## config.mk

```make
export PLATFORM = sky130hd
export DESIGN_NAME = sdsb_cell
export DESIGN_NICKNAME = d
export VERILOG_FILES = /design/src/assert_macros.svh /design/src/sdsb_pkg.sv /design/src/sdsb_cell.sv
export SDC_FILE = /design/constraint.sdc
export NUM_CORES = 1
export LEC_CHECK = 0
export BUFFER_PORTS_ARGS = -buffer_cell sky130_fd_sc_hd__clkbuf_2
export CAP_MARGIN = 20
export CORE_AREA = 5 5 148 150
export DETAILED_ROUTE_END_ITERATION = 7
export DIE_AREA = 0 0 153 155
export GPL_TIMING_DRIVEN = 0
export PLACE_DENSITY = 0.73
export SYNTH_ARGS = -nofsm -noshare
export SYNTH_HDL_FRONTEND = slang
export SYNTH_SLANG_ARGS = --single-unit
```

## constraint.sdc

```tcl
create_clock -name clock -period 9.74 [get_ports clock]
set_input_delay 0.487 -clock clock [delete_from_list [all_inputs] [get_ports clock]]
set_output_delay 0.487 -clock clock [all_outputs]
set_load 0.01 [all_outputs]
```

## src/assert_macros.svh

```systemverilog
// assertion macros used by the top-level rtl file
`ifndef ASSERT_MACROS_SVH
`define ASSERT_MACROS_SVH

// property checked on every rising clock edge, off while reset is high
`define ASSERT_CLK(label, clk, rst, prop, msg) \
   label: assert property (@(posedge clk) disable iff (rst) (prop)) else $error(msg);

// condition that must hold on every rising clock edge, off while reset is high
`define ASSERT_ALWAYS(label, clk, rst, cond, msg) \
   `ASSERT_CLK(label, clk, rst, (1'b1 |-> (cond)), msg)

`endif

```

## src/sdsb_pkg.sv

```systemverilog
// types and constants of the sorted dedup signature builder
package sdsb_pkg;

   localparam int SIG_DEPTH_DEF = 32;

   localparam logic FUNC_INSERT = 1'b0;
   localparam logic FUNC_FINISH = 1'b1;

   localparam logic KIND_HEADER = 1'b0;
   localparam logic KIND_ENTRY  = 1'b1;

   typedef struct packed {
      logic [31:0] label;
      logic [63:0] id;
   } pair_type;

   typedef struct packed {
      logic        func;
      logic [31:0] edge_label;
      logic [63:0] dest_id;
      logic [63:0] own_id;
   } req_type;

   typedef struct packed {
      logic        kind;
      logic [31:0] out_label;
      logic [63:0] out_id;
      logic        overflow;
      logic        last;
   } rsp_type;

   typedef struct packed {
      logic insert;
      logic shift;
   } cell_ctrl_type;

   typedef enum logic {
      ST_IDLE,
      ST_DRAIN
   } state_type;

endpackage

```

## src/sdsb_cell.sv

```systemverilog
// one cell of the sorted insertion chain
module sdsb_cell (
   input  logic                  clock,
   input  sdsb_pkg::cell_ctrl_type ctrl,
   input  logic                  valid,
   input  sdsb_pkg::pair_type    new_pair,
   input  sdsb_pkg::pair_type    left_pair,
   input  logic                  left_lt,
   input  sdsb_pkg::pair_type    right_pair,
   output sdsb_pkg::pair_type    pair,
   output logic                  lt,
   output logic                  eq
);

   sdsb_pkg::pair_type entry_ff;
   sdsb_pkg::pair_type entry_in;

   // label is the upper part of the packed pair, so one compare orders both keys
   assign lt   = valid && (entry_ff < new_pair);
   assign eq   = valid && (entry_ff == new_pair);
   assign pair = entry_ff;

   always_comb begin
      entry_in = entry_ff;
      if (ctrl.insert) begin
         if (!lt) begin
            entry_in = left_lt ? new_pair : left_pair;
         end
      end else if (ctrl.shift) begin
         entry_in = right_pair;
      end
   end

   always_ff @(posedge clock) begin
      entry_ff <= entry_in;
   end

endmodule

```

==> impl.org, run 1 <==
** Placed design
- Worst setup slack after placement :: 5.853 ns
- Counting tap cells, the placed design contains a total of roughly 1400 instances.
- Quantity of I/O buffers inserted on ports :: 388
- Post-detailed-placement half-perimeter wirelength :: around 22000 µm
- Routability-driven placement finished with a final weighted congestion of roughly 0.95.

** CTS
- The H-tree was split into 3 levels.
- TritonCTS built the clock tree.
- The clock passes through at most 2 buffers.
- Post-cts gate resize count :: 0
- Clock transition at the register clock pins on the worst setup and hold paths after CTS :: ~0.07 ns
- The tree built by TritonCTS fans out to 96 sinks.
- Clock tree synthesis inserted a total of 9 buffers.
- At the later pin of the worst-skew pair, clock insertion delay measures 0.35 ns.
- Post-CTS Hold Fix Bufs :: 0
- Setup bufs post-CTS :: 0
- Library cell used as clock root buffer :: sky130_fd_sc_hd__clkbuf_16

** Worst setup path
- STA puts the critical path data arrival time at about 3.8 ns.
- Critical R2R Launch :: pair[95]$_DFFE_PP_
- Worst Setup Path Type :: reg2reg
- CP Capture Type :: register
- Required time of the worst setup path :: 9.79 ns
- In this run the worst setup path begins at pair[95]$_DFFE_PP_.
- Critical path launch point type :: register
- In this run the worst path has a maximum fanout of 24.

** Pwr
- Dividing total power by cell area gives a power density of 128.3 nW/µm².
- For this design the static power due to leakage is ~5.2 nW.
- Across the VDD grid, the largest voltage drop is approximately 0.000079 V.

** Synthesis
- Of the total synthesized cell area, the portion taken by AND, OR, NAND and NOR gates is 0.1128.
- Post-Synth XOR/XNOR Area :: 0
- Share of synthesized cell area in full adder, half adder and majority cells :: 0.1651
- Seq/Total Area, Yosys :: 0.3962
- By area, the combinational part of the netlist is dominated by adder cells.
- When the netlist entered floorplanning its net count stood at between 1000 and 1500.
- Among all flip-flop cells after synthesis, the most frequent one is sky130_fd_sc_hd__edfxtp_1.
- Post-synthesis register bit count :: 96
- Post-synth EDFFs :: 96
- Async set-or-reset flop fraction in the synthesized netlist :: 0
- Counting every instance in the synthesized netlist gives 766.
- Post-Syn Area :: between 7000 and 8000 µm²
- Library cells used by synthesis :: 34
- The area fraction in compound gates after synthesis is 0.1254.
- During synthesis, Yosys emitted a total of 0 warnings.
- Measured against the total synthesized area, the mux share comes to 0.1321.
- Average cell area after synthesis :: 9.498 µm²

** Timing
- Setup repair after global routing left no endpoint under its margin.
- Clock skew on the completed layout was measured at 0.009959 ns.
- Final setup vio count :: 0
- For the pin with the worst max-slew slack, the measured transition is 0.9927 ns.
- The final hold violation count was 0.
- In this run the tightest slew margin relative to its limit is 0.3382.
- Final min period :: 3.705 ns
- Post-Route Hold Slack :: 0.4525 ns
- Worst setup slack after layout :: 6.035 ns
- Slew Viols, Final :: 0
- Highest Clock Rate :: between 0.2 and 0.3 GHz
- Period utilisation layout :: 0.3804

** Detailed routing
- Mean routed wirelength per cell :: 17.67 µm
- The detailed router placed a little over 7000 vias in this run.
- The pre-antenna-repair detailed-routing pass consisted of 5 iterations.
- Remaining antenna violation count after routing :: 0
- Final wirelength :: 25600 µm
- For this block, the initial DRC count from the detailed router was ~360.
- Post-detailed-route DRC marker count :: 0
- Dividing the detail-routed via count by the number of cells gives 4.974.

** Finish
- The count of cells in the finished layout, fillers not included, comes to 1449.
- Commonest non-fill, non-tap cell in the layout :: sky130_fd_sc_hd__clkbuf_2
- The top cell types in the final layout, fill and taps aside, are 388 x sky130_fd_sc_hd__clkbuf_2, 136 x sky130_fd_sc_hd__a21oi_1, 107 x sky130_fd_sc_hd__nor2_1, 97 x sky130_fd_sc_hd__inv_1.
- The area growth from synthesis to layout is 36.92%.
- Share of final-layout standard cells stronger than drive strength 1 :: 0.3603
- Number of filler instances in the final layout :: 2012
- The repair_antennas step left the layout with diodes totalling 0.
- Total Nets Final :: 1558
- Once layout is complete, the utilization of the core stands at 0.4846.
- The register with the most flip-flops in the layout has 96 of them.

** Floorplan
- In this run the core area contains 53 standard-cell rows.
- Count of boundary I/O pins :: 391
- The die covers 23720 µm².
- From bottom edge to top edge, the die measures 155 µm.
- Initial Utilization :: 0.3539
- The die is 153 µm wide.
- Core footprint :: ~21000 µm²

** GRT
- Initial antenna violation count :: 1
- In the global route stage, met3 resource usage came out at 0.04590.
- Vias in the first global route :: around 7400
- Overall overflow remaining after global route :: 0
- The first global-routing pass estimated 38640 µm of wire.
- Met1 routing resource usage after global routing :: 0.2513
- After global routing, the most crowded layer is met2.
- Largest net degree at the start of global routing :: 25
- GR Layer Usage met2 :: 0.3579
- For this run, the total global-route usage over all layers was measured as 0.2057.

** Hold path
- In this run the most critical hold path is launched from right_pair[7].
- The worst hold path belongs to the class in2reg.

** Flow run
- The tool flagged a number of max-cap violations equal to 0.

** Status
- Status :: finished, final reports clean
[metrics by stage]
stage	instance area [µm²]	power (mW)	TNS (ns)
after floorplan	7276	0.7510	0
after global placement	9562	0.9251	-124.34
after detailed placement	9672	0.9321	0
after CTS	9962	1.293	0
after global routing	9962	1.354	0
final	9962	1.279	0
[power breakdown]
| part | internal, mW | leakage [nW] | switching, mW |
|---|---|---|---|
| clock | 0.199 | 0.133 | 0.158 |
| sequential | 0.513 | 0.943 | 0.0267 |
| combinational | 0.171 | 4.13 | 0.211 |
[final timing paths]
path / end / slack [ns] / depth (start not counted)
max: pair[92]$_DFFE_PP_ / 6.03 / 9
min: pair[7]$_DFFE_PP_ / 0.45 / 3
max reg2reg: pair[92]$_DFFE_PP_ / 6.03 / 9
min reg2reg: pair[38]$_DFFE_PP_ / 1.30 / 5
[worst max-delay path, stage by stage, from the launching register on]
cell	delay, ns
sky130_fd_sc_hd__edfxtp_1	0.45
sky130_fd_sc_hd__ha_1	0.37
sky130_fd_sc_hd__nand4_2	0.13
sky130_fd_sc_hd__nor4_2	0.57
sky130_fd_sc_hd__nand3_1	0.28
sky130_fd_sc_hd__nor4_2	0.40
sky130_fd_sc_hd__nand2_1	0.19
sky130_fd_sc_hd__a31oi_4	0.54
sky130_fd_sc_hd__buf_12	0.26
sky130_fd_sc_hd__buf_16	0.20
[synth_stat cells (5+ instances only)]
cell | n | area, µm²
sky130_fd_sc_hd__a21o_1 | 5 | 37.54
sky130_fd_sc_hd__a21oi_1 | 136 | 680.7
sky130_fd_sc_hd__buf_1 | 5 | 18.77
sky130_fd_sc_hd__buf_2 | 8 | 40.04
sky130_fd_sc_hd__clkbuf_1 | 20 | 75.07
sky130_fd_sc_hd__edfxtp_1 | 96 | 2883
sky130_fd_sc_hd__ha_1 | 96 | 1201
sky130_fd_sc_hd__inv_1 | 97 | 364.1
sky130_fd_sc_hd__mux2i_1 | 96 | 960.9
sky130_fd_sc_hd__nand2_1 | 23 | 86.33
sky130_fd_sc_hd__nand3_1 | 14 | 70.07
sky130_fd_sc_hd__nand4_1 | 17 | 106.4
sky130_fd_sc_hd__nor2_1 | 107 | 401.6
sky130_fd_sc_hd__o21ai_0 | 11 | 55.05
[logic make-up after synthesis]
kind of cell,Yosys count
adders and majority gates,96
muxes,96
buffers and inverters,130
and+or+nand+nor,179
AOI/OAI and AO/OA,169
DFF,96
[per-layer routing]
metal | vias up | part of all wire
li1 | 3545 | -
met2 | 275 | 0.50
met5 | - | 0.00078
met1 | 3338 | 0.40
met4 | 2 | 0.028
met3 | 47 | 0.066
[layout make-up]
| type | count | area, µm² | area share |
|---|---|---|---|
| Buffer | 33 | 133.9 | 0.01344 |
| Clock buffer | 11 | 232.7 | 0.02336 |
| Clock inverter | 5 | 57.56 | 0.005777 |
| Inverter | 97 | 364.1 | 0.03655 |
| Multi-Input combinational cell | 540 | 3910 | 0.3925 |
| Sequential cell | 96 | 2883 | 0.2894 |
| Tap cell | 275 | 344.1 | 0.03454 |
| Timing Repair Buffer | 392 | 2037 | 0.2045 |
No activity file was read; power rests on OpenSTA's default activity.
==> run 2: changes to the inputs <==
Settings changed: ABC_AREA from default to 1, CORE_AREA 5 5 148 150 to 5 5 149 151, DIE_AREA 0 0 153 155 to 0 0 154 156.
Clock period 9.74 ns to 3.8 ns, I/O delays scaled along.
==> run 2 against run 1 <==
Sequential power grew to 2.6 times the previous value. Fmax grew 26%. Synthesized area grew 1.9%. Count of clock-buffer cells in the layout shrank 1. Utilization shrank 0.075 points. Via count grew 10%. Clock skew grew 0.0058 ns. Highest routed layer is now met4.
==> impl.org, run 2 <==
** Floorplan
- The number of top-level pins is 391 (unchanged).
- The number of cell rows is 53 (unchanged).
- Core footprint :: 20690 µm² (was 20560 µm²)
- Die Y-Extent :: 156 µm (was 155 µm)
- Initial Utilization :: 0.3582 (was 0.3539)
- The width of the die is 154 µm (was 153 µm).
- Total die area :: 24020 µm² (was 23720 µm²)

** Synthesis
- Library cells used by synthesis :: 27 (was 34)
- Biggest area contributors in the synthesized netlist :: sky130_fd_sc_hd__edfxtp_1 39%, sky130_fd_sc_hd__ha_1 16%, sky130_fd_sc_hd__o21ai_0 11%, sky130_fd_sc_hd__nand2_1 10%, sky130_fd_sc_hd__inv_1 6.1% (was sky130_fd_sc_hd__edfxtp_1 40%, sky130_fd_sc_hd__ha_1 17%, sky130_fd_sc_hd__mux2i_1 13%, sky130_fd_sc_hd__a21oi_1 9.4%, sky130_fd_sc_hd__nor2_1 5.5%)
- Most numerous cell in the Yosys netlist :: sky130_fd_sc_hd__nand2_1 (was sky130_fd_sc_hd__a21oi_1)
- Synth top area share :: 0.3889 (was 0.3962)
- Commonest register cell after synthesis :: sky130_fd_sc_hd__edfxtp_1 (unchanged)
- Cell types with the highest counts after synthesis :: 197 x sky130_fd_sc_hd__nand2_1, 163 x sky130_fd_sc_hd__o21ai_0, 121 x sky130_fd_sc_hd__inv_1, 117 x sky130_fd_sc_hd__nor2_1 (was 136 x sky130_fd_sc_hd__a21oi_1, 107 x sky130_fd_sc_hd__nor2_1, 97 x sky130_fd_sc_hd__inv_1)
- The library cell occupying the most area in the post-synthesis netlist is sky130_fd_sc_hd__edfxtp_1 (unchanged).
- The gate count of the mapped netlist was 951 (was 766).
- The number of warning messages in the yosys log is 0 (unchanged).
- The synthesized area per cell is 7.794 µm² (was 9.498 µm²).
- Seq/Total Area, Yosys :: 0.3889 (was 0.3962)
- The number of synthesized register bits came to 96 (unchanged).
- The number of flops mapped to enable cells by yosys came to 96 (unchanged).
- The cell area after technology mapping came to 7412 µm² (was 7276 µm²).
- Number of nets produced by synthesis :: 1340 (was 1155)
- The proportion of register bits with asynchronous set or reset after synthesis is 0 (unchanged).

** Worst setup path
- CP top delay family :: simple AND/OR/NAND/NOR gates (unchanged)
- The cell with the biggest individual delay on the critical path is sky130_fd_sc_hd__nand2_4 (was sky130_fd_sc_hd__nor4_2).
- Critical Path, Cell by Cell: ha_1, nand2_2, nor2_4, nand4_2, nor3b_2, nand2_1, nand2_1, nand2_1, nand3_2, nand2_1, nand2_4, buf_16 (was ha_1, nand4_2, nor4_2, nand3_1, nor4_2, nand2_1, a31oi_4, buf_12, buf_16).
- The critical path arrival came to 2.96 ns (was 3.76 ns).
- Slowest stage delay, CP :: 0.52 ns (was 0.57 ns)
- The data required time of the critical path was 3.82 ns (was 9.79 ns).
- The cell occurring most often along the worst timing path was sky130_fd_sc_hd__nand2_1 (was sky130_fd_sc_hd__nor4_2).
- Worst Setup Path Type :: reg2reg (unchanged)
- The endpoint type of the worst setup path was a register (unchanged).
- The worst path buffer plus inverter count is 1 (was 2).
- Critical path launch point type :: register (unchanged)
- The highest fanout seen on the critical path came to 49 (was 24).

** GRT
- Overall overflow remaining after global route :: 0 (unchanged)
- The largest net degree at the start of global routing is 50 (was 25).
- The most congested layer reported by global routing was met2 (unchanged).
- GR Layer Usage met2 :: 0.3733 (was 0.3579)
- The global-route track usage on met1 was 0.2594 (was 0.2513).
- The overall global routing resource usage is 0.2160 (was 0.2057).
- The first-pass GRT wire length was 41260 µm (was 38640 µm).
- The fraction of met3 tracks used by global routing is 0.05798 (was 0.04590).
- The initial antenna violation count is 2 (was 1).
- Vias in the first global route :: 7991 (was 7401)

** Finish
- The final standard cell area without fillers is 10010 µm² (was 9962 µm²).
- Area of the multi-input gates :: 3874 µm² (was 3910 µm²)
- Number of filler instances in the final layout :: 2124 (was 2012)
- Total Nets Final :: 1740 (was 1558)
- Flip-flop count of the largest register, all copies and words added :: 96 (unchanged)
- Filler-free cell count of the finished design :: 1633 (was 1449)
- Commonest non-fill, non-tap cell in the layout :: sky130_fd_sc_hd__clkbuf_2 (unchanged)
- Share of final-layout standard cells stronger than drive strength 1 :: 0.3223 (was 0.3603)
- The sequential cell area is 2883 µm² (unchanged).
- Most frequent cells in the layout :: 389 x sky130_fd_sc_hd__clkbuf_2, 196 x sky130_fd_sc_hd__nand2_1, 163 x sky130_fd_sc_hd__o21ai_0, 121 x sky130_fd_sc_hd__inv_1, 117 x sky130_fd_sc_hd__nor2_1 (was 388 x sky130_fd_sc_hd__clkbuf_2, 136 x sky130_fd_sc_hd__a21oi_1, 107 x sky130_fd_sc_hd__nor2_1, 97 x sky130_fd_sc_hd__inv_1)
- The relative area change from synthesis to final layout came to 35.06% (was 36.92%).
- The fraction of the core area covered by cells at the end of the flow came to 0.4839 (was 0.4846).

** Timing
- The count of endpoints failing setup in the final report came to 0 (unchanged).
- Transition at the pin with the smallest max-transition slack :: 0.7282 ns (was 0.9927 ns)
- The maximum operating frequency is 0.3406 GHz (was 0.2699 GHz).
- Worst setup slack after layout :: 0.8638 ns (was 6.035 ns)
- Unrepaired setup endpoints after global routing: no (unchanged).
- The worst slew margin relative to its limit was 0.5145 (was 0.3382).
- The final cycle utilization of the critical path came to 0.7727 (was 0.3804).
- The post-route clock skew is 0.01574 ns (was 0.009959 ns).
- The final max-slew violation count is 0 (unchanged).
- Final Hold Violating Endpoints :: 0 (unchanged)
- The final period demand of the worst path is 2.936 ns (was 3.705 ns).
- The worst hold slack came to 0.1086 ns (was 0.4525 ns).
- The total negative slack for setup checks was 0 ns (unchanged).

** Placed design
- The post-placement cell area was 9733 µm² (was 9672 µm²).
- The half-perimeter wire length of the detailed placement result is 22650 µm (was 21820 µm).
- The placed cell count is 1615 (was 1433).
- Placer Congestion :: 0.9228 (was 0.9519)
- Quantity of I/O buffers inserted on ports :: 388 (unchanged)
- The worst setup slack before clock tree synthesis is 0.8042 ns (was 5.853 ns).

** CTS
- The number of H-tree branching levels came to 3 (unchanged).
- Clk Latency, worst-skew pair :: 0.35 ns (about the same)
- The post-cts repair resize count came to 0 (unchanged).
- Setup bufs post-CTS :: 0 (unchanged)
- The number of buffers on the longest clock path is 2 (unchanged).
- The root cell of the clock tree is sky130_fd_sc_hd__clkbuf_16 (unchanged).
- Clock tree from TritonCTS :: done (unchanged)
- Number of sinks driven by the clock tree :: 96 (unchanged)
- The hold buffer count at cts is 0 (unchanged).
- Number of buffers added by the clock tree synthesis step :: 9 (unchanged)
- Clock transition at the register clock pins on the worst setup and hold paths after CTS :: 0.08 ns (was 0.07 ns)

** Hold path
- Hold crit path type :: in2reg (unchanged)

** Pwr
- Leakage dissipation :: 5.290 nW (was 5.207 nW)
- Max IR drop VDD :: 0.0002523 V (was 0.00007877 V)
- Total power divided by cell area :: 321.5 nW/µm² (was 128.3 nW/µm²)
- Sum of internal, switching and leakage power :: 3.219 mW (was 1.279 mW)

** Detailed routing
- The remaining antenna violation count after routing is 0 (unchanged).
- The via count of the routed design was 7937 (was 7207).
- Count of TritonRoute iterations in the first routing pass :: 5 (unchanged)
- Drt initial violations :: 495 (was 363)
- The routed length per placed instance is 16.59 µm (was 17.67 µm).
- The total DRC errors in the routed layout came to 0 (unchanged).
- The final wirelength came to 27090 µm (was 25600 µm).
- Via density per instance :: 4.860 (was 4.974)

** Status
- Status :: finished, final reports clean (unchanged)

** Flow run
- The max-capacitance violation count was 0 (unchanged).
run 2: path summary, 6_finish.rpt:
check / end / from / cells past startpoint / slack (ns)
min: pair[30]$_DFFE_PP_ / right_pair[30] / 3 / 0.11
max: pair[71]$_DFFE_PP_ / pair[30]$_DFFE_PP_ / 12 / 0.86
min reg2reg: pair[57]$_DFFE_PP_ / pair[93]$_DFFE_PP_ / 9 / 1.72
max reg2reg: pair[71]$_DFFE_PP_ / pair[30]$_DFFE_PP_ / 12 / 0.86
run 2: worst register-to-register path: stages (launching register included):
cell                       delay [ns]
sky130_fd_sc_hd__edfxtp_1        0.42
sky130_fd_sc_hd__ha_1            0.31
sky130_fd_sc_hd__nand2_2         0.07
sky130_fd_sc_hd__nor2_4          0.12
sky130_fd_sc_hd__nand4_2         0.12
sky130_fd_sc_hd__nor3b_2         0.24
sky130_fd_sc_hd__nand2_1         0.08
sky130_fd_sc_hd__nand2_1         0.10
sky130_fd_sc_hd__nand2_1         0.07
sky130_fd_sc_hd__nand3_2         0.08
sky130_fd_sc_hd__nand2_1         0.09
sky130_fd_sc_hd__nand2_4         0.52
sky130_fd_sc_hd__buf_16          0.34
run 2: routing by layer:
metal  wire length [µm]  share of wire  up-vias
li1                   -              -     3977
met1              10660           0.39     3572
met4                794          0.029        0
met5                  0              0        -
met3               2235          0.083       49
met2              13400           0.49      339
run 2: power breakdown:
group          leakage, nW  switching (mW)  internal [mW]
sequential           0.950          0.0667           1.32
clock                0.135           0.441          0.450
combinational         4.21           0.549          0.397
run 2: cell families after synthesis:
group | after synthesis | synth area share
AO/OA/AOI/OAI | 249 | 0.1708
adder cells (fa/ha/maj) | 96 | 0.1621
buffers and inverters | 165 | 0.08947
flip-flops | 96 | 0.3889
AND/OR/NAND/NOR | 345 | 0.1887
run 2: final cells by class:
type | count | share of cell area
timing repair buffer | 389 | 0.1967
buffer | 41 | 0.01975
tap | 275 | 0.03437
multi-input combinational | 690 | 0.3870
clock buffer | 10 | 0.02287
antenna | 2 | 0.0004999
inverter | 124 | 0.04649
sequential | 96 | 0.2880
clock inverter | 6 | 0.004374
==> run 3: changes to the inputs <==
Settings changed: ABC_AREA 1 to 0, CORE_AREA 5 5 149 151 to 5 5 150 152, DIE_AREA 0 0 154 156 to 0 0 155 157, PLACE_DENSITY 0.73 to 0.74.
Clock period 3.8 ns to 2.64 ns, I/O delays scaled along.
==> run 3 against run 2 <==
The run now ends with setup timing left. Worst hold slack worse by 0.0035 ns. Die area grew 1.3%. Global-route usage hardly changed. Sequential cell count unchanged. Critical path type unchanged. Highest routed layer is now met5.
==> impl.org, run 3 (synthesis gave the netlist of run 1 again) <==
** Pwr
- Sum of internal, switching and leakage power :: 4.972 mW (was 3.219 mW)
- Leakage dissipation :: 5.437 nW (was 5.290 nW)
- The maximum vdd ir drop came to 0.0002530 V (was 0.0002523 V).
- Total power divided by cell area :: 468.4 nW/µm² (was 321.5 nW/µm²)

** Worst setup path
- Cell with the largest stage delay on the worst path :: sky130_fd_sc_hd__edfxtp_1 (was sky130_fd_sc_hd__nand2_4)
- Slowest stage delay, CP :: 0.43 ns (was 0.52 ns)
- CP top delay family :: simple AND/OR/NAND/NOR gates (unchanged)
- The endpoint type of the worst setup path was a register (unchanged).
- Critical Path, Cell by Cell :: ha_4, nand4_4, nor4_4, buf_4, nand3_4, nor4_4, buf_6, nand2_8, a31oi_4, buf_6, buf_6, buf_6 (was ha_1, nand2_2, nor2_4, nand4_2, nor3b_2, nand2_1, nand2_1, nand2_1, nand3_2, nand2_1, nand2_4, buf_16)
- The cell occurring most often along the worst timing path was sky130_fd_sc_hd__buf_6 (was sky130_fd_sc_hd__nand2_1).
- The worst path buffer plus inverter count is 5 (was 1).
- The kind of start point of the critical path is a register (unchanged).
- The launch instance of the worst register-to-register path was pair[95]$_DFFE_PP_ (was pair[30]$_DFFE_PP_).
- The startpoint of the worst setup timing path is pair[95]$_DFFE_PP_ (was pair[30]$_DFFE_PP_).
- CP max FO :: 4 (was 49)
- The type of the worst setup path is reg2reg (unchanged).
- The data required time of the critical path was 2.70 ns (was 3.82 ns).
- WP data arrival :: 2.96 ns (about the same)

** Timing
- Unrepaired setup endpoints after global routing: yes (was no).
- The final period demand of the worst path came to 2.900 ns (was 2.936 ns).
- The smallest setup slack after layout was -0.2604 ns (was 0.8638 ns).
- Final Hold Violating Endpoints :: 0 (unchanged)
- The final max-slew violation count is 0 (unchanged).
- Highest Clock Rate :: 0.3448 GHz (was 0.3406 GHz)
- Period utilisation layout :: 1.099 (was 0.7727)
- Relative slew slack :: 0.3110 (was 0.5145)
- Transition at the pin with the smallest max-transition slack :: 1.033 ns (was 0.7282 ns)
- Worst Clk Skew :: 0.01541 ns (was 0.01574 ns)
- Final setup vio count :: 98 (was 0)

** Status
- Status :: finished, violations left (was finished, final reports clean)
- Failing checks :: setup timing

** CTS
- The hold buffer count at cts is 0 (unchanged).
- The root cell of the clock tree was sky130_fd_sc_hd__clkbuf_16 (unchanged).
- Longest Clk Path Bufs :: 2 (unchanged)
- The CTS clock-pin slew for the worst setup and hold paths came to 0.08 ns (about the same).
- The TritonCTS clock tree is done (unchanged).
- Number of sinks driven by the clock tree :: 96 (unchanged)
- H-tree depth reported by CTS :: 3 (unchanged)
- The insertion delay to the later sink of the worst-skew pair came to 0.35 ns (about the same).
- Number of buffers added by the clock tree synthesis step :: 9 (unchanged)

** Floorplan
- Core footprint :: 20890 µm² (was 20690 µm²)
- Count of boundary I/O pins :: 391 (unchanged)
- The die height came to 157 µm (was 156 µm).
- Initial Utilization :: 0.3483 (was 0.3582)
- FP Rows :: 53 (unchanged)
- The width of the die is 155 µm (was 154 µm).
- The die area is 24340 µm² (was 24020 µm²).

** GRT
- Wire length of the first global-routing pass :: 40770 µm (was 41260 µm)
- The largest net degree at the start of global routing was 17 (was 50).
- The overall global routing resource usage was 0.2162 (was 0.2160).
- The via count of the first global-routing pass came to 7731 (was 7991).
- Initial antenna violation count :: 1 (was 2)
- Overall overflow remaining after global route :: 0 (unchanged)

** Finish
- The fraction of the core area covered by cells at the end of the flow is 0.5081 (was 0.4839).
- The flip-flop count of the largest register after layout is 96 (unchanged).
- Most frequent cells in the layout: 386 x sky130_fd_sc_hd__clkbuf_2, 135 x sky130_fd_sc_hd__a21oi_1, 107 x sky130_fd_sc_hd__nor2_1, 97 x sky130_fd_sc_hd__inv_1 (was 389 x sky130_fd_sc_hd__clkbuf_2, 196 x sky130_fd_sc_hd__nand2_1, 163 x sky130_fd_sc_hd__o21ai_0, 121 x sky130_fd_sc_hd__inv_1, 117 x sky130_fd_sc_hd__nor2_1).
- The number of antenna diodes is 0 (was 2).
- Commonest non-fill, non-tap cell in the layout :: sky130_fd_sc_hd__clkbuf_2 (unchanged)
- The number of non-filler instances in the completed layout is 1480 (was 1633).
- The fraction of layout cells with a size suffix above 1 came to 0.3975 (was 0.3223).
- Area overhead of the layout relative to synthesis :: 45.88% (was 35.06%)
- The number of nets in the layout is 1589 (was 1740).

** Detailed routing
- Via density per instance :: 4.958 (was 4.860)
- Final wirelength :: 27610 µm (was 27090 µm)
- The remaining antenna violation count after routing came to 0 (unchanged).
- The initial detailed-routing violation count was 435 (was 495).
- The total DRC errors in the routed layout is 0 (unchanged).
- Count of TritonRoute iterations in the first routing pass :: 5 (unchanged)
- The via count of the routed design is 7338 (was 7937).
- The routed length per placed instance came to 18.66 µm (was 16.59 µm).

** Placed design
- Worst setup slack after placement :: -1.318 ns (was 0.8042 ns)
- Quantity of I/O buffers inserted on ports :: 388 (unchanged)
- Post-detailed-placement half-perimeter wirelength :: 22210 µm (was 22650 µm)
- Inst Count DP :: 1432 (was 1615)
- The final weighted congestion in routability-driven placement was 0.9135 (was 0.9228).

** Flow run
- The max-capacitance violation count is 0 (unchanged).

** Hold path
- The type of the worst min-delay path is in2reg (unchanged).
- Beginning of the worst hold path :: right_pair[90] (was right_pair[30])
==> run 3: changes by cell type in the layout (fill, tap and decap cells not counted), moves of 8 or more <==
cell,previous run,this run
sky130_fd_sc_hd__buf_6,1,14
sky130_fd_sc_hd__nand4_1,6,17
sky130_fd_sc_hd__inv_1,121,97
sky130_fd_sc_hd__buf_4,7,15
sky130_fd_sc_hd__nor2_1,117,107
sky130_fd_sc_hd__ha_1,96,83
sky130_fd_sc_hd__nand2_1,196,21
sky130_fd_sc_hd__mux2i_1,0,96
sky130_fd_sc_hd__o21ai_0,163,10
sky130_fd_sc_hd__a21oi_1,41,135
sky130_fd_sc_hd__o21ai_1,37,0
sky130_fd_sc_hd__ha_4,0,13
==> run 3: power breakdown <==
group	internal [mW]	switching, mW
clock	0.743	0.621
combinational	0.750	0.861
sequential	1.89	0.107
==> run 3: area by class of cell <==
type	instances	area (µm²)
Fill cell	1942	10270
Multi-Input combinational cell	541	4228
Sequential cell	96	2883
Timing Repair Buffer	422	2365
Inverter	97	364.1
Tap cell	275	344.1
Clock buffer	10	229.0
Buffer	33	133.9
Clock inverter	6	67.56
==> run 3: timing repair <==
action,CTS,global route
resized for setup,44,12
setup endpoints to repair,98,98
pin swaps,10,9
gates cloned,4,1
setup buffers,26,3
==> run 3: worst paths after layout <==
path | to | slack [ns] | cells past startpoint
setup reg to reg | pair[71]$_DFFE_PP_ | -0.26 | 12
hold reg to reg | pair[68]$_DFFE_PP_ | 1.44 | 6
setup / recovery | pair[71]$_DFFE_PP_ | -0.26 | 12
hold / removal | pair[90]$_DFFE_PP_ | 0.11 | 3
==> run 3: worst min-delay path: stages <==
cell	delay, ns
sky130_fd_sc_hd__clkbuf_2	0.08
sky130_fd_sc_hd__nor2_1	0.03
sky130_fd_sc_hd__a21oi_1	0.10
==> run 3: per-stage QoR <==
stage | hold WS [ns] | cell area, µm² | TNS, ns
detailed placement | 0.4562 | 9683 | -106.46
global route | 0.1002 | 10610 | -29.82
floorplan | 0.3576 | 7337 | -112.46
CTS | 0.08951 | 10550 | -19.21
finish | 0.1051 | 10610 | -19.05
global placement | 0.4531 | 9623 | -268.24
==> run 3: routing by layer <==
layer  up-vias  share of wire  GRT usage
li1       3620              -          -
met1      3339           0.39     0.2504
met2       339           0.51     0.3918
met3        38          0.074    0.05444
met4         2          0.024    0.06939
met5         -        0.00047          0
